File: src/design/triaxial_moving_average_normalizer_core_defines.svh
// Assertion macros shared by the triaxial normalizer modules.
// Depends on nothing; users must have clk and arst_n in scope.
`ifndef TRIAXIAL_MOVING_AVERAGE_NORMALIZER_CORE_DEFINES_SVH
`define TRIAXIAL_MOVING_AVERAGE_NORMALIZER_CORE_DEFINES_SVH

// Same-cycle implication, checked out of reset.
`define TMAN_ASSERT_NOW(label, ante, cons, msg) \
	label: assert property (@(posedge clk) disable iff (!arst_n) (ante) |-> (cons)) \
		else $error(msg);

// Next-cycle implication, checked out of reset.
`define TMAN_ASSERT_NEXT(label, ante, cons, msg) \
	label: assert property (@(posedge clk) disable iff (!arst_n) (ante) |=> (cons)) \
		else $error(msg);

`endif

File: src/design/tman_pkg.sv
// Shared constants, register indexes and lane interface types of the
// triaxial normalizer. No dependencies.
package tman_pkg;

	// Window length must stay a power of two: the mean is a right shift.
	localparam int WINDOW_LEN  = 8;
	localparam int SAMPLE_BITS = 10;
	localparam int PTR_W       = $clog2(WINDOW_LEN);
	localparam int SUM_W       = SAMPLE_BITS + PTR_W;
	localparam int BOUND_W     = 10;
	localparam int MEAN_W      = 10;
	localparam int SCALE_SHIFT = 3;
	localparam int Q_W         = SCALE_SHIFT + 1;
	localparam int NUM_W       = BOUND_W + SCALE_SHIFT;
	localparam int STEP_W      = $clog2(Q_W);
	localparam int CFG_IDX_W   = 3;

	// Configuration register indexes
	localparam logic [CFG_IDX_W-1:0] REG_X_LOW  = 3'd0;
	localparam logic [CFG_IDX_W-1:0] REG_X_HIGH = 3'd1;
	localparam logic [CFG_IDX_W-1:0] REG_Y_LOW  = 3'd2;
	localparam logic [CFG_IDX_W-1:0] REG_Y_HIGH = 3'd3;
	localparam logic [CFG_IDX_W-1:0] REG_Z_LOW  = 3'd4;
	localparam logic [CFG_IDX_W-1:0] REG_Z_HIGH = 3'd5;

	typedef struct packed {
		logic start;
		logic ack;
	} lane_ctrl_t;

	typedef struct packed {
		logic idle;
		logic done;
	} lane_stat_t;

	typedef struct packed {
		logic [MEAN_W-1:0] mean;
		logic [Q_W-1:0]    scaled;
		logic              err;
	} lane_res_t;

endpackage

File: src/design/tman_lane.sv
// One axis lane: sample ring, running total, clamp and 4-step range divider.
// Depends on tman_pkg and the assertion macro header.
`include "triaxial_moving_average_normalizer_core_defines.svh"

module tman_lane (
	input  logic                           clk,
	input  logic                           arst_n,
	input  tman_pkg::lane_ctrl_t           ctrl,
	input  logic [tman_pkg::PTR_W-1:0]     slot,
	input  logic [tman_pkg::SAMPLE_BITS-1:0] sample,
	input  logic [tman_pkg::BOUND_W-1:0]   low,
	input  logic [tman_pkg::BOUND_W-1:0]   high,
	output tman_pkg::lane_stat_t           stat,
	output tman_pkg::lane_res_t            res
);
	import tman_pkg::*;

	localparam logic [1:0] L_IDLE  = 2'd0;
	localparam logic [1:0] L_CLAMP = 2'd1;
	localparam logic [1:0] L_DIV   = 2'd2;
	localparam logic [1:0] L_DONE  = 2'd3;

	logic [1:0]             state_q;
	logic [SAMPLE_BITS-1:0] ring_q [WINDOW_LEN];
	logic [SUM_W-1:0]       total_q;
	logic [STEP_W-1:0]      step_q;
	logic [MEAN_W-1:0]      mean_q;
	logic                   err_q;
	logic [NUM_W-1:0]       rem_q;
	logic [NUM_W-1:0]       dv_q;
	logic [Q_W-1:0]         quot_q;

	logic [MEAN_W-1:0]      mean_c;
	logic [BOUND_W-1:0]     clamp_c;
	logic [BOUND_W-1:0]     diff_c;
	logic                   ge_c;

	// Clamp the fresh mean into the bounds and take its offset from low
	always_comb begin
		mean_c = MEAN_W'(total_q >> PTR_W);
		if (mean_c < low) begin
			clamp_c = low;
		end else if (mean_c > high) begin
			clamp_c = high;
		end else begin
			clamp_c = mean_c;
		end
		diff_c = clamp_c - low;
		ge_c   = (rem_q >= dv_q);
	end

	// Replace the slot sample and adjust the running total
	always_ff @(posedge clk or negedge arst_n) begin
		if (!arst_n) begin
			for (int i = 0; i < WINDOW_LEN; i++) begin
				ring_q[i] <= '0;
			end
			total_q <= '0;
		end else if (ctrl.start) begin
			ring_q[slot] <= sample;
			total_q      <= total_q - SUM_W'(ring_q[slot]) + SUM_W'(sample);
		end
	end

	// Sequence clamp, divide and hold
	always_ff @(posedge clk or negedge arst_n) begin
		if (!arst_n) begin
			state_q <= L_IDLE;
			step_q  <= '0;
		end else begin
			case (state_q)
				L_IDLE: begin
					if (ctrl.start) begin
						state_q <= L_CLAMP;
					end
				end
				L_CLAMP: begin
					state_q <= L_DIV;
					step_q  <= STEP_W'(Q_W - 1);
				end
				L_DIV: begin
					step_q <= step_q - 1'b1;
					if (step_q == '0) begin
						state_q <= L_DONE;
					end
				end
				L_DONE: begin
					if (ctrl.ack) begin
						state_q <= L_IDLE;
					end
				end
				default: state_q <= L_IDLE;
			endcase
		end
	end

	// Restoring divide, one quotient bit per cycle
	always_ff @(posedge clk) begin
		if (state_q == L_CLAMP) begin
			mean_q <= mean_c;
			err_q  <= (high <= low);
			rem_q  <= {diff_c, SCALE_SHIFT'(0)};
			dv_q   <= NUM_W'(high - low) << (Q_W - 1);
			quot_q <= '0;
		end else if (state_q == L_DIV) begin
			if (ge_c) begin
				rem_q <= rem_q - dv_q;
			end
			quot_q <= {quot_q[Q_W-2:0], ge_c};
			dv_q   <= dv_q >> 1;
		end
	end

	assign stat.idle  = (state_q == L_IDLE);
	assign stat.done  = (state_q == L_DONE);
	assign res.mean   = mean_q;
	assign res.scaled = err_q ? '0 : quot_q;
	assign res.err    = err_q;

	`TMAN_ASSERT_NOW(a_start_idle, ctrl.start, state_q == L_IDLE, "lane started while busy")
	`TMAN_ASSERT_NOW(a_ack_done, ctrl.ack, state_q == L_DONE, "lane released before done")
	`TMAN_ASSERT_NOW(a_quot_range, state_q == L_DONE && !err_q, quot_q <= Q_W'(1 << SCALE_SHIFT),
		"scaled value above full scale")
	`TMAN_ASSERT_NEXT(a_clamp_div, state_q == L_CLAMP, state_q == L_DIV, "divide did not follow clamp")

endmodule

File: src/design/tman_merge.sv
// Merge stage: collects the three lane results into the output register
// and ORs the bound errors. Depends on tman_pkg.
module tman_merge (
	input  logic                          clk,
	input  logic                          arst_n,
	input  logic                          load,
	input  tman_pkg::lane_res_t           res_x,
	input  tman_pkg::lane_res_t           res_y,
	input  tman_pkg::lane_res_t           res_z,
	input  logic                          out_ready,
	output logic                          out_valid,
	output logic [tman_pkg::MEAN_W-1:0]   mean_x,
	output logic [tman_pkg::MEAN_W-1:0]   mean_y,
	output logic [tman_pkg::MEAN_W-1:0]   mean_z,
	output logic [tman_pkg::Q_W-1:0]      scaled_x,
	output logic [tman_pkg::Q_W-1:0]      scaled_y,
	output logic [tman_pkg::Q_W-1:0]      scaled_z,
	output logic                          bound_error
);
	import tman_pkg::*;

	logic valid_q;

	// Hold the result valid until taken; a load refills it
	always_ff @(posedge clk or negedge arst_n) begin
		if (!arst_n) begin
			valid_q <= 1'b0;
		end else if (load) begin
			valid_q <= 1'b1;
		end else if (out_ready) begin
			valid_q <= 1'b0;
		end
	end

	// Capture the lane results
	always_ff @(posedge clk) begin
		if (load) begin
			mean_x      <= res_x.mean;
			mean_y      <= res_y.mean;
			mean_z      <= res_z.mean;
			scaled_x    <= res_x.scaled;
			scaled_y    <= res_y.scaled;
			scaled_z    <= res_z.scaled;
			bound_error <= res_x.err | res_y.err | res_z.err;
		end
	end

	assign out_valid = valid_q;

endmodule

File: src/design/triaxial_moving_average_normalizer_core.sv
// Top level of the triaxial moving-average normalizer: bound registers,
// slot pointer, control, three tman_lane instances and tman_merge.
// Depends on tman_pkg, tman_lane, tman_merge and the assertion macro header.
//
//   channel | signals                                   | direction
//   --------+-------------------------------------------+----------
//   input   | in_valid/in_ready, sample_x/y/z           | in
//   output  | out_valid/out_ready, mean_*, scaled_*,    | out
//           | bound_error                               |
//   config  | cfg_we, cfg_index, cfg_data               | in
//
// Each request passes through the ring update, the clamp, the restoring divider (one
// quotient bit per step) and the load of the output register before the next is
// accepted. The output register frees the lanes, so a new request is taken while a
// result waits; a stalled output holds the lanes in their done state. Reset clears
// the rings, totals, pointer and control, and sets each low bound to zero and each
// high bound to all ones.
`include "triaxial_moving_average_normalizer_core_defines.svh"

module triaxial_moving_average_normalizer_core (
	input  logic                              clk,
	input  logic                              arst_n,
	input  logic                              cfg_we,
	input  logic [tman_pkg::CFG_IDX_W-1:0]    cfg_index,
	input  logic [tman_pkg::BOUND_W-1:0]      cfg_data,
	input  logic                              in_valid,
	output logic                              in_ready,
	input  logic [tman_pkg::SAMPLE_BITS-1:0]  sample_x,
	input  logic [tman_pkg::SAMPLE_BITS-1:0]  sample_y,
	input  logic [tman_pkg::SAMPLE_BITS-1:0]  sample_z,
	output logic                              out_valid,
	input  logic                              out_ready,
	output logic [tman_pkg::MEAN_W-1:0]       mean_x,
	output logic [tman_pkg::MEAN_W-1:0]       mean_y,
	output logic [tman_pkg::MEAN_W-1:0]       mean_z,
	output logic [tman_pkg::Q_W-1:0]          scaled_x,
	output logic [tman_pkg::Q_W-1:0]          scaled_y,
	output logic [tman_pkg::Q_W-1:0]          scaled_z,
	output logic                              bound_error
);
	import tman_pkg::*;

	logic [BOUND_W-1:0] x_low_q, x_high_q, y_low_q, y_high_q, z_low_q, z_high_q;
	logic [PTR_W-1:0]   slot_q;
	logic               busy_q;
	logic               accept;
	logic               all_done;
	logic               load;
	lane_ctrl_t         ctrl;
	lane_stat_t         stat_x, stat_y, stat_z;
	lane_res_t          res_x, res_y, res_z;

	assign in_ready = !busy_q;
	assign accept   = in_valid && in_ready;
	assign all_done = stat_x.done && stat_y.done && stat_z.done;
	assign load     = busy_q && all_done && (!out_valid || out_ready);

	assign ctrl.start = accept;
	assign ctrl.ack   = load;

	// Write bound registers; drop unknown indexes
	always_ff @(posedge clk or negedge arst_n) begin
		if (!arst_n) begin
			x_low_q  <= '0;
			x_high_q <= '1;
			y_low_q  <= '0;
			y_high_q <= '1;
			z_low_q  <= '0;
			z_high_q <= '1;
		end else if (cfg_we) begin
			case (cfg_index)
				REG_X_LOW:  x_low_q  <= cfg_data;
				REG_X_HIGH: x_high_q <= cfg_data;
				REG_Y_LOW:  y_low_q  <= cfg_data;
				REG_Y_HIGH: y_high_q <= cfg_data;
				REG_Z_LOW:  z_low_q  <= cfg_data;
				REG_Z_HIGH: z_high_q <= cfg_data;
				default: ;
			endcase
		end
	end

	// Advance the slot pointer and track the request in flight
	always_ff @(posedge clk or negedge arst_n) begin
		if (!arst_n) begin
			slot_q <= '0;
			busy_q <= 1'b0;
		end else begin
			if (accept) begin
				busy_q <= 1'b1;
				if (slot_q == PTR_W'(WINDOW_LEN - 1)) begin
					slot_q <= '0;
				end else begin
					slot_q <= slot_q + 1'b1;
				end
			end else if (load) begin
				busy_q <= 1'b0;
			end
		end
	end

	tman_lane u_lane_x (
		.clk    (clk),
		.arst_n (arst_n),
		.ctrl   (ctrl),
		.slot   (slot_q),
		.sample (sample_x),
		.low    (x_low_q),
		.high   (x_high_q),
		.stat   (stat_x),
		.res    (res_x)
	);

	tman_lane u_lane_y (
		.clk    (clk),
		.arst_n (arst_n),
		.ctrl   (ctrl),
		.slot   (slot_q),
		.sample (sample_y),
		.low    (y_low_q),
		.high   (y_high_q),
		.stat   (stat_y),
		.res    (res_y)
	);

	tman_lane u_lane_z (
		.clk    (clk),
		.arst_n (arst_n),
		.ctrl   (ctrl),
		.slot   (slot_q),
		.sample (sample_z),
		.low    (z_low_q),
		.high   (z_high_q),
		.stat   (stat_z),
		.res    (res_z)
	);

	tman_merge u_merge (
		.clk         (clk),
		.arst_n      (arst_n),
		.load        (load),
		.res_x       (res_x),
		.res_y       (res_y),
		.res_z       (res_z),
		.out_ready   (out_ready),
		.out_valid   (out_valid),
		.mean_x      (mean_x),
		.mean_y      (mean_y),
		.mean_z      (mean_z),
		.scaled_x    (scaled_x),
		.scaled_y    (scaled_y),
		.scaled_z    (scaled_z),
		.bound_error (bound_error)
	);

	`TMAN_ASSERT_NOW(a_accept_idle, accept, stat_x.idle && stat_y.idle && stat_z.idle,
		"request accepted while lanes busy")
	`TMAN_ASSERT_NOW(a_lanes_lockstep, busy_q, stat_x.done == stat_y.done && stat_y.done == stat_z.done,
		"lanes out of step")
	`TMAN_ASSERT_NEXT(a_accept_busy, accept, busy_q, "accepted request not tracked")
	`TMAN_ASSERT_NEXT(a_load_valid, load, out_valid, "loaded result not presented")

endmodule

File: config.mk
export PLATFORM = sky130hd
export DESIGN_NAME = triaxial_moving_average_normalizer_core
export DESIGN_NICKNAME = d
export VERILOG_FILES = /design/src/design/tman_pkg.sv /design/src/design/tman_lane.sv /design/src/design/tman_merge.sv /design/src/design/triaxial_moving_average_normalizer_core.sv
export VERILOG_INCLUDE_DIRS = /design/src /design/src/design
export SDC_FILE = /design/constraint.sdc
export NUM_CORES = 1
export LEC_CHECK = 0
export ABC_AREA = 1
export BUFFER_PORTS_ARGS = -buffer_cell sky130_fd_sc_hd__buf_2
export CAP_MARGIN = 20
export CORE_ASPECT_RATIO = 0.8
export CORE_MARGIN = 2
export CORE_UTILIZATION = 45
export DETAILED_ROUTE_END_ITERATION = 8
export PLACE_DENSITY_LB_ADDON = 0.12
export SYNTH_ARGS = -nofsm -noshare
export SYNTH_HDL_FRONTEND = slang
export SYNTH_HIERARCHICAL = 1
export SYNTH_SLANG_ARGS = --single-unit
File: constraint.sdc
create_clock -name clk -period 3.6 [get_ports clk]
set_input_delay 0.72 -clock clk [delete_from_list [all_inputs] [get_ports clk]]
set_output_delay 0.72 -clock clk [all_outputs]
set_load 0.005 [all_outputs]
Word-level counts from Yosys, hierarchy flattened --
Cells that the tools add are included.
Word-level totals: logic and storage cells 220, input port bits 48, output and inout port bits 45, flip-flop bits (word level) 522
Cells by class: equal/unequal tests 24, reductions and logical operators 39, $add $sub $neg 19, bitwise logic cells 3, multiplexer cells 51, magnitude comparators 14
Operator list (number):
- $bwmux W80 | 3
- $mux W13 | 15
- $mux W10 | 13
- $bmux W10 S3 | 3
- $sub A10 B10 Y10 | 6
- $add A13 B10 Y13 | 3
- $ge A13 B13 Y1 | 3
- $sub A13 B10 Y13 | 3
- $sub A13 B13 Y13 | 3
- $demux W10 S3 | 1
- $gt A10 B10 Y1 | 3
- $le A10 B10 Y1 | 3
- $lt A10 B10 Y1 | 3
- $pmux W2 S4 | 3
- $reduce_and A2 Y1 | 12
- $reduce_bool A2 Y1 | 8
- $eq A2 B2 Y1 const B | 6
- $logic_not A2 Y1 | 6
- $ne A2 B2 Y1 const B | 6
- $pmux W2 S2 | 3
- $mux W2 | 5
- $eq A3 B3 Y1 const B | 3
- $reduce_and A3 Y1 | 3
- $eq A2 B1 Y1 const B | 3
- 15 further kinds | 30

Depth between registers and ports, before layout --
depth in word-level cells 7, mapped depth 24, depth with buffers taken out 24

By module --
Netlist, hierarchy kept.
Modules (own cells, without submodules):
- tman_lane (u_lane_z) | area an instance 8705.8 um2, cells an instance 1059, times used 1, sequential area each 3558.4 um2
- tman_lane (u_lane_y) | area an instance 8682.1 um2, cells an instance 1055, times used 1, sequential area each 3558.4 um2
- tman_lane (u_lane_x) | area an instance 8678.3 um2, cells an instance 1058, times used 1, sequential area each 3558.4 um2
- triaxial_moving_average_normalizer_core | area an instance 2686.3 um2, cells an instance 297, times used 1, sequential area each 1639.1 um2
- tman_merge | area an instance 1342.5 um2, cells an instance 51, times used 1, sequential area each 1316.3 um2

Worst setup path before layout --
Ideal clock, no wire load.
path type flip-flop to flip-flop, from reg x_high_q[9], to reg u_lane_x.rem_q[9] (data pin), cell stages (with the launch flop) 22, setup time 264 ps, data required time 3336 ps, slack 218 ps, clock period less this slack 3382 ps, path buffers 1, arrival time 3118 ps, path through dfstp_2 > inv_1 > ha_1 > nand2_1 > inv_1 > a21oi_1 > nand3_1 > nand2_2 > buf_2 > o21ai_0 > o21ai_0 > ha_1 > inv_1 > fa_1 > a21oi_1 > o21ai_0 > nand2_1 > nand2_1 > nand2_1 > nand2_1 > o21ai_0 > o22ai_2
Between the ends: cells in the longest elaborated chain, start to end 5
Ends and longest elaborated chain:
- from (decl) | RTL line triaxial_moving_average_normalizer_core.sv:43 | logic [BOUND_W-1:0] x_low_q, x_high_q, y_low_q, y_high_q, z_low_q, z_high_q;
- from (signal assigned) | RTL line triaxial_moving_average_normalizer_core.sv:73 | REG_X_HIGH: x_high_q <= cfg_data;
- $gt A10 B10 Y1 | RTL line tman_lane.sv:43 | end else if (mean_c > high) begin
- $mux W10 | RTL line tman_lane.sv:43
- $mux W10 | RTL line tman_lane.sv:41 | if (mean_c < low) begin
- $sub A10 B10 Y10 | RTL line tman_lane.sv:48 | diff_c = clamp_c - low;
- $mux W13 | RTL line tman_lane.sv:99 | if (state_q == L_CLAMP) begin
- to (signal assigned) | RTL line tman_lane.sv:102 | rem_q <= {diff_c, SCALE_SHIFT'(0)};
- to (signal assigned) | RTL line tman_lane.sv:107 | rem_q <= rem_q - dv_q;
- to (decl) | RTL line tman_lane.sv:29 | logic [NUM_W-1:0] rem_q;
Every way passes these cells. A chain may end at the register's enable or synchronous reset.

Worst setup path in the final report --
from reg y_high_q[9], to reg u_lane_y.rem_q[12] (data pin)
Between the ends: cells in the longest elaborated chain, start to end 5
Ends and longest elaborated chain:
- from (decl) | RTL line triaxial_moving_average_normalizer_core.sv:43
- from (signal assigned) | RTL line triaxial_moving_average_normalizer_core.sv:75 | REG_Y_HIGH: y_high_q <= cfg_data;
- $gt A10 B10 Y1 | RTL line tman_lane.sv:43
- $mux W10 * | RTL line tman_lane.sv:43
- $mux W10 * | RTL line tman_lane.sv:41
- $sub A10 B10 Y10 * | RTL line tman_lane.sv:48
- $mux W13 * | RTL line tman_lane.sv:99
- to (signal assigned) | RTL line tman_lane.sv:102
- to (signal assigned) | RTL line tman_lane.sv:107
- to (decl) | RTL line tman_lane.sv:29
Mark *: on every way between the ends. The rest lies on a longest branch, timed or not.

==> results by group <==
Timing
  • Final setup TNS: 0 ps
  • RSZ-0062 raised after global routing: yes
  • Clock Skew: 20.16 ps
  • Fin. max-slew vios: 0
  • Fin worst setup slack: roughly 110 ps
  • Slew headroom: 0.4884
  • Peak Freq: between 0.2 and 0.3 GHz
  • Worst slew pin tran: 765.6 ps
  • Final worst path period need: about 3500 ps
  • Setup violators final: 0
  • Min Hold Slack: roughly 22 ps
  • Fin. Hold Viols: 0
  • Fin crit share: 0.9690

Pwr
  • PD cells: approximately 1100 nW/um^2
  • Combinational power share: 0.601
  • Reg power frac: 0.247
  • Clock power share: 0.153
  • Switch Pwr: ~17 mW
  • P_int: around 21 mW
  • Peak supply drop: around 0.50 mV
  • Leakage: ~16 nW
  • Sw frac: 0.4558

Floorplanning
  • Die footprint: roughly 69000 um^2
  • IO Pins: 93
  • Die W: a little under 300 um
  • Die Ht: around 240 um
  • Core Area: 65900 um^2
  • Row cnt: 84
  • Initial Utilization: 0.4567

Cells and area
  • Fillers: around 6200
  • ANT cells: 0
  • Final Instance Area: ~34000 um^2
  • Share of cells above drive strength 1: 0.1340
  • Final Instance Count excl. Fillers: 4629
  • Area growth, synth to finish: 14.45%
  • Final Net Count: 4019

Global route
  • Initial antenna violation count: 0
  • Total gr overflow: 0
  • Gr usage total: 0.2320
  • First-pass GRT wire length: around 130000 um
  • Largest net degree at the start of global routing: 103
  • Vias in the first global route: roughly 23000

Logic synthesis
  • Synthesized Nets: approximately 3800
  • Top cell type's share of synthesized area: 0.2711
  • Post-synthesis sequential area ratio: 0.4529
  • Syn avg cell area: between 8 and 9 um^2
  • Post-Synth Simple-Gate Area: 0.1674
  • XOR/XNOR Fraction of Synth Area: 0.01804
  • Cells after synthesis: 3520
  • Synth area leaders: dfrtp_1 27%, edfxtp_1 14%, nand2_1 11%
  • Yosys top cell by area: dfrtp_1
  • Largest family of logic cells by synthesized area: compound AO/OA/AOI/OAI gates
  • Mux share of post-synthesis cell area: 0
  • Synth Cell Area: ~30000 um^2
  • Ys Warns: 6
  • Synth Flop Type: dfrtp_1
  • Flop and latch count out of synthesis: between 500 and 600
  • Synth Area in Adders: 0.1128
  • Compound-Gate Fraction of Synth Area: 0.1749
  • Count of cell types in the netlist: 54
  • Async SR Flop Fraction: 0.6820
  • Number of synthesized flops with an enable pin: about 140

Drt
  • Via density: ~5.3
  • Post-Route WL: between 80000 and 90000 um
  • Drt first pass iters: 5
  • DRT iter0 DRCs: 1898
  • Drt drc: 0
  • Vias: ~24000
  • Post-DRT Antenna Nets: 0
  • Wire per inst: around 18 um

Setup path
  • Setup slack, reg-to-reg: between 100 and 150 ps
  • Worst-path maximum fanout: 7
  • WP data arrival: between 3000 and 4000 ps
  • Worst path required time: a little under 4000 ps
  • Kind of critical path: flip-flop to flip-flop
  • Worst setup EP type: flip-flop
  • Setup crit start kind: flip-flop

Place
  • Final HPWL DP: between 50000 and 60000 um
  • Dpl cell area: approximately 32000 um^2
  • GP Congestion: around 0.94
  • Setup WS pre-CTS: about 11 ps
  • IO buf count: a little over 90
  • Number of instances in the placed design: roughly 4500

Clock network
  • Clock H-tree levels: 2
  • CTS max path bufs: 3
  • CTS Hold Buffers Added: 0
  • CTS tree: built
  • CTS Buf Count: 56
  • Clk sinks: roughly 520
  • Root buffer cell: clkbuf_16
  • Clock-pin slew on the worst setup and hold paths: ~60 ps
  • Clk Latency, worst-skew pair: ~630 ps

Flow run
  • Maxcap violations: 0

Run status
  • Outcome: completed

Worst hold path
  • Worst hold path type: primary input to async pin
[through the flow]
| step | utilization | power, mW |
|---|---|---|
| floorplan | - | 25.03 |
| global placement | 0.4888 | 31.07 |
| detailed placement | 0.4888 | 31.15 |
| CTS | 0.5171 | 37.18 |
| global route | 0.5227 | 41.62 |
| finish | 0.5227 | 38.02 |
[cells by family (layout without fill, tap and decap cells)]
group | Yosys count | count (layout)
buffers and inverters | 564 | 812
xor gates and xnor gates | 62 | 62
and+or+nand+nor | 1221 | 1222
adders and majority gates | 248 | 248
AOI/OAI and AO/OA | 903 | 903
DFF | 522 | 522
[routing by layer]
layer	global-route usage	vias up	wire length (um)
met3	0.03540	82	4216
met1	0.3705	11492	42320
li1	-	12200	-
met5	0	-	0
met2	0.3298	578	33390
met4	0.04429	0	1077
[critical path, cell delays in order (launching register included)]
cell and delay (ps):
dfstp_2 560, inv_1 60, ha_1 290, nand2_1 90, nor2_2 130, nand3_1 150, nand3_4 150, nand2_4 100
buf_4 160, o21ai_0 120, o21ai_0 100, ha_2 380, nand2_1 110, nor3_2 260, nand3_1 150, nand3_2 130
nand3_1 90, nand3_1 140, nand2_1 60
[Yosys cell counts, drive strengths merged (32+ instances only)]
library cell	count
inv	449
a21oi	139
o211ai	33
clkbuf	77
ha	209
fa	39
o21a	60
xnor2	32
o22ai	51
nand2	884
edfxtp	136
nand3	134
dfrtp	326
buf	36
o21ai	515
nor2	162
[state kept, by name (all words and copies together), names as in the netlist, 13 cells and up]
name and count:
u_lane_y/ring_q 80, u_lane_z/ring_q 80, u_lane_z/rem_q 13, u_lane_x/ring_q 80, u_lane_y/dv_q 13, u_lane_x/rem_q 13
u_lane_z/dv_q 13, u_lane_x/dv_q 13, u_lane_y/total_q 13, u_lane_y/rem_q 13, u_lane_x/total_q 13, u_lane_z/total_q 13
[final timing paths]
check | to | start | depth (start not counted)
max in group asynchronous | y_low_q[5] | arst_n | 2
max reg2reg | u_lane_y/rem_q[12] | y_high_q[9] | 18
min in group clk | u_lane_y/ring_q[5] | sample_y[5] | 3
min reg2reg | u_merge/mean_y[3] | u_lane_y/mean_q[3] | 0
min | u_lane_z/ring_q[32] | arst_n | 1
max | u_lane_y/rem_q[12] | y_high_q[9] | 18
[power groups by stage]
| stage | sequential (mW) | combinational [mW] | clock [mW] |
|---|---|---|---|
| 6_report | 9.38 | 22.8 | 5.80 |
| 5_1_grt | 9.55 | 25.9 | 6.20 |
| 4_1_cts | 9.38 | 21.8 | 5.96 |
| 3_5_place_dp | 9.47 | 21.7 | 0 |
| 3_3_place_gp | 9.45 | 21.6 | 0 |
| 2_1_floorplan | 9.04 | 16.0 | 0 |
[layout make-up]
| cell class | instances | area, um^2 | area share |
|---|---|---|---|
| inverters | 451 | 1697 | 0.04926 |
| repair buffers | 256 | 1789 | 0.05195 |
| flip-flops and latches | 522 | 13640 | 0.3959 |
| clock buffers | 78 | 1662 | 0.04824 |
| clock inverters | 26 | 193.9 | 0.005631 |
| multi-input cells | 2435 | 14380 | 0.4176 |
| repair inverters | 1 | 5.005 | 0.0001453 |
| well taps | 860 | 1076 | 0.03124 |
[cells in the final DEF (no fill, tap or decap), types with 19 or more instances in the layout]
cell / netlist / final
a21o_1: 22 / 22
nand4_1: 19 / 19
a21oi_1: 134 / 128
o21ai_2: 22 / 26
o21a_1: 60 / 60
o21ai_1: 33 / 45
a31oi_1: 19 / 19
nor2_1: 146 / 144
xor2_1: 30 / 30
buf_4: 7 / 157
o211ai_1: 33 / 33
clkbuf_16: 0 / 59
ha_1: 209 / 206
nand3_1: 128 / 124
o21ai_0: 460 / 444
fa_1: 39 / 36
dfrtp_1: 326 / 323
dfxtp_1: 30 / 30
nand2_1: 865 / 865
inv_1: 440 / 438
xnor2_1: 32 / 32
buf_2: 18 / 91
o22ai_1: 42 / 42
edfxtp_1: 136 / 136
o2111ai_1: 30 / 28
dfstp_2: 30 / 30
[what timing repair did]
item	4_1_cts	5_1_grt
setup endpoints to repair	1	31
resized for setup	1	50
setup buffers	0	28
gates cloned	0	2
pin swaps	0	19
Note: power is estimated with default switching activity, not from simulation.
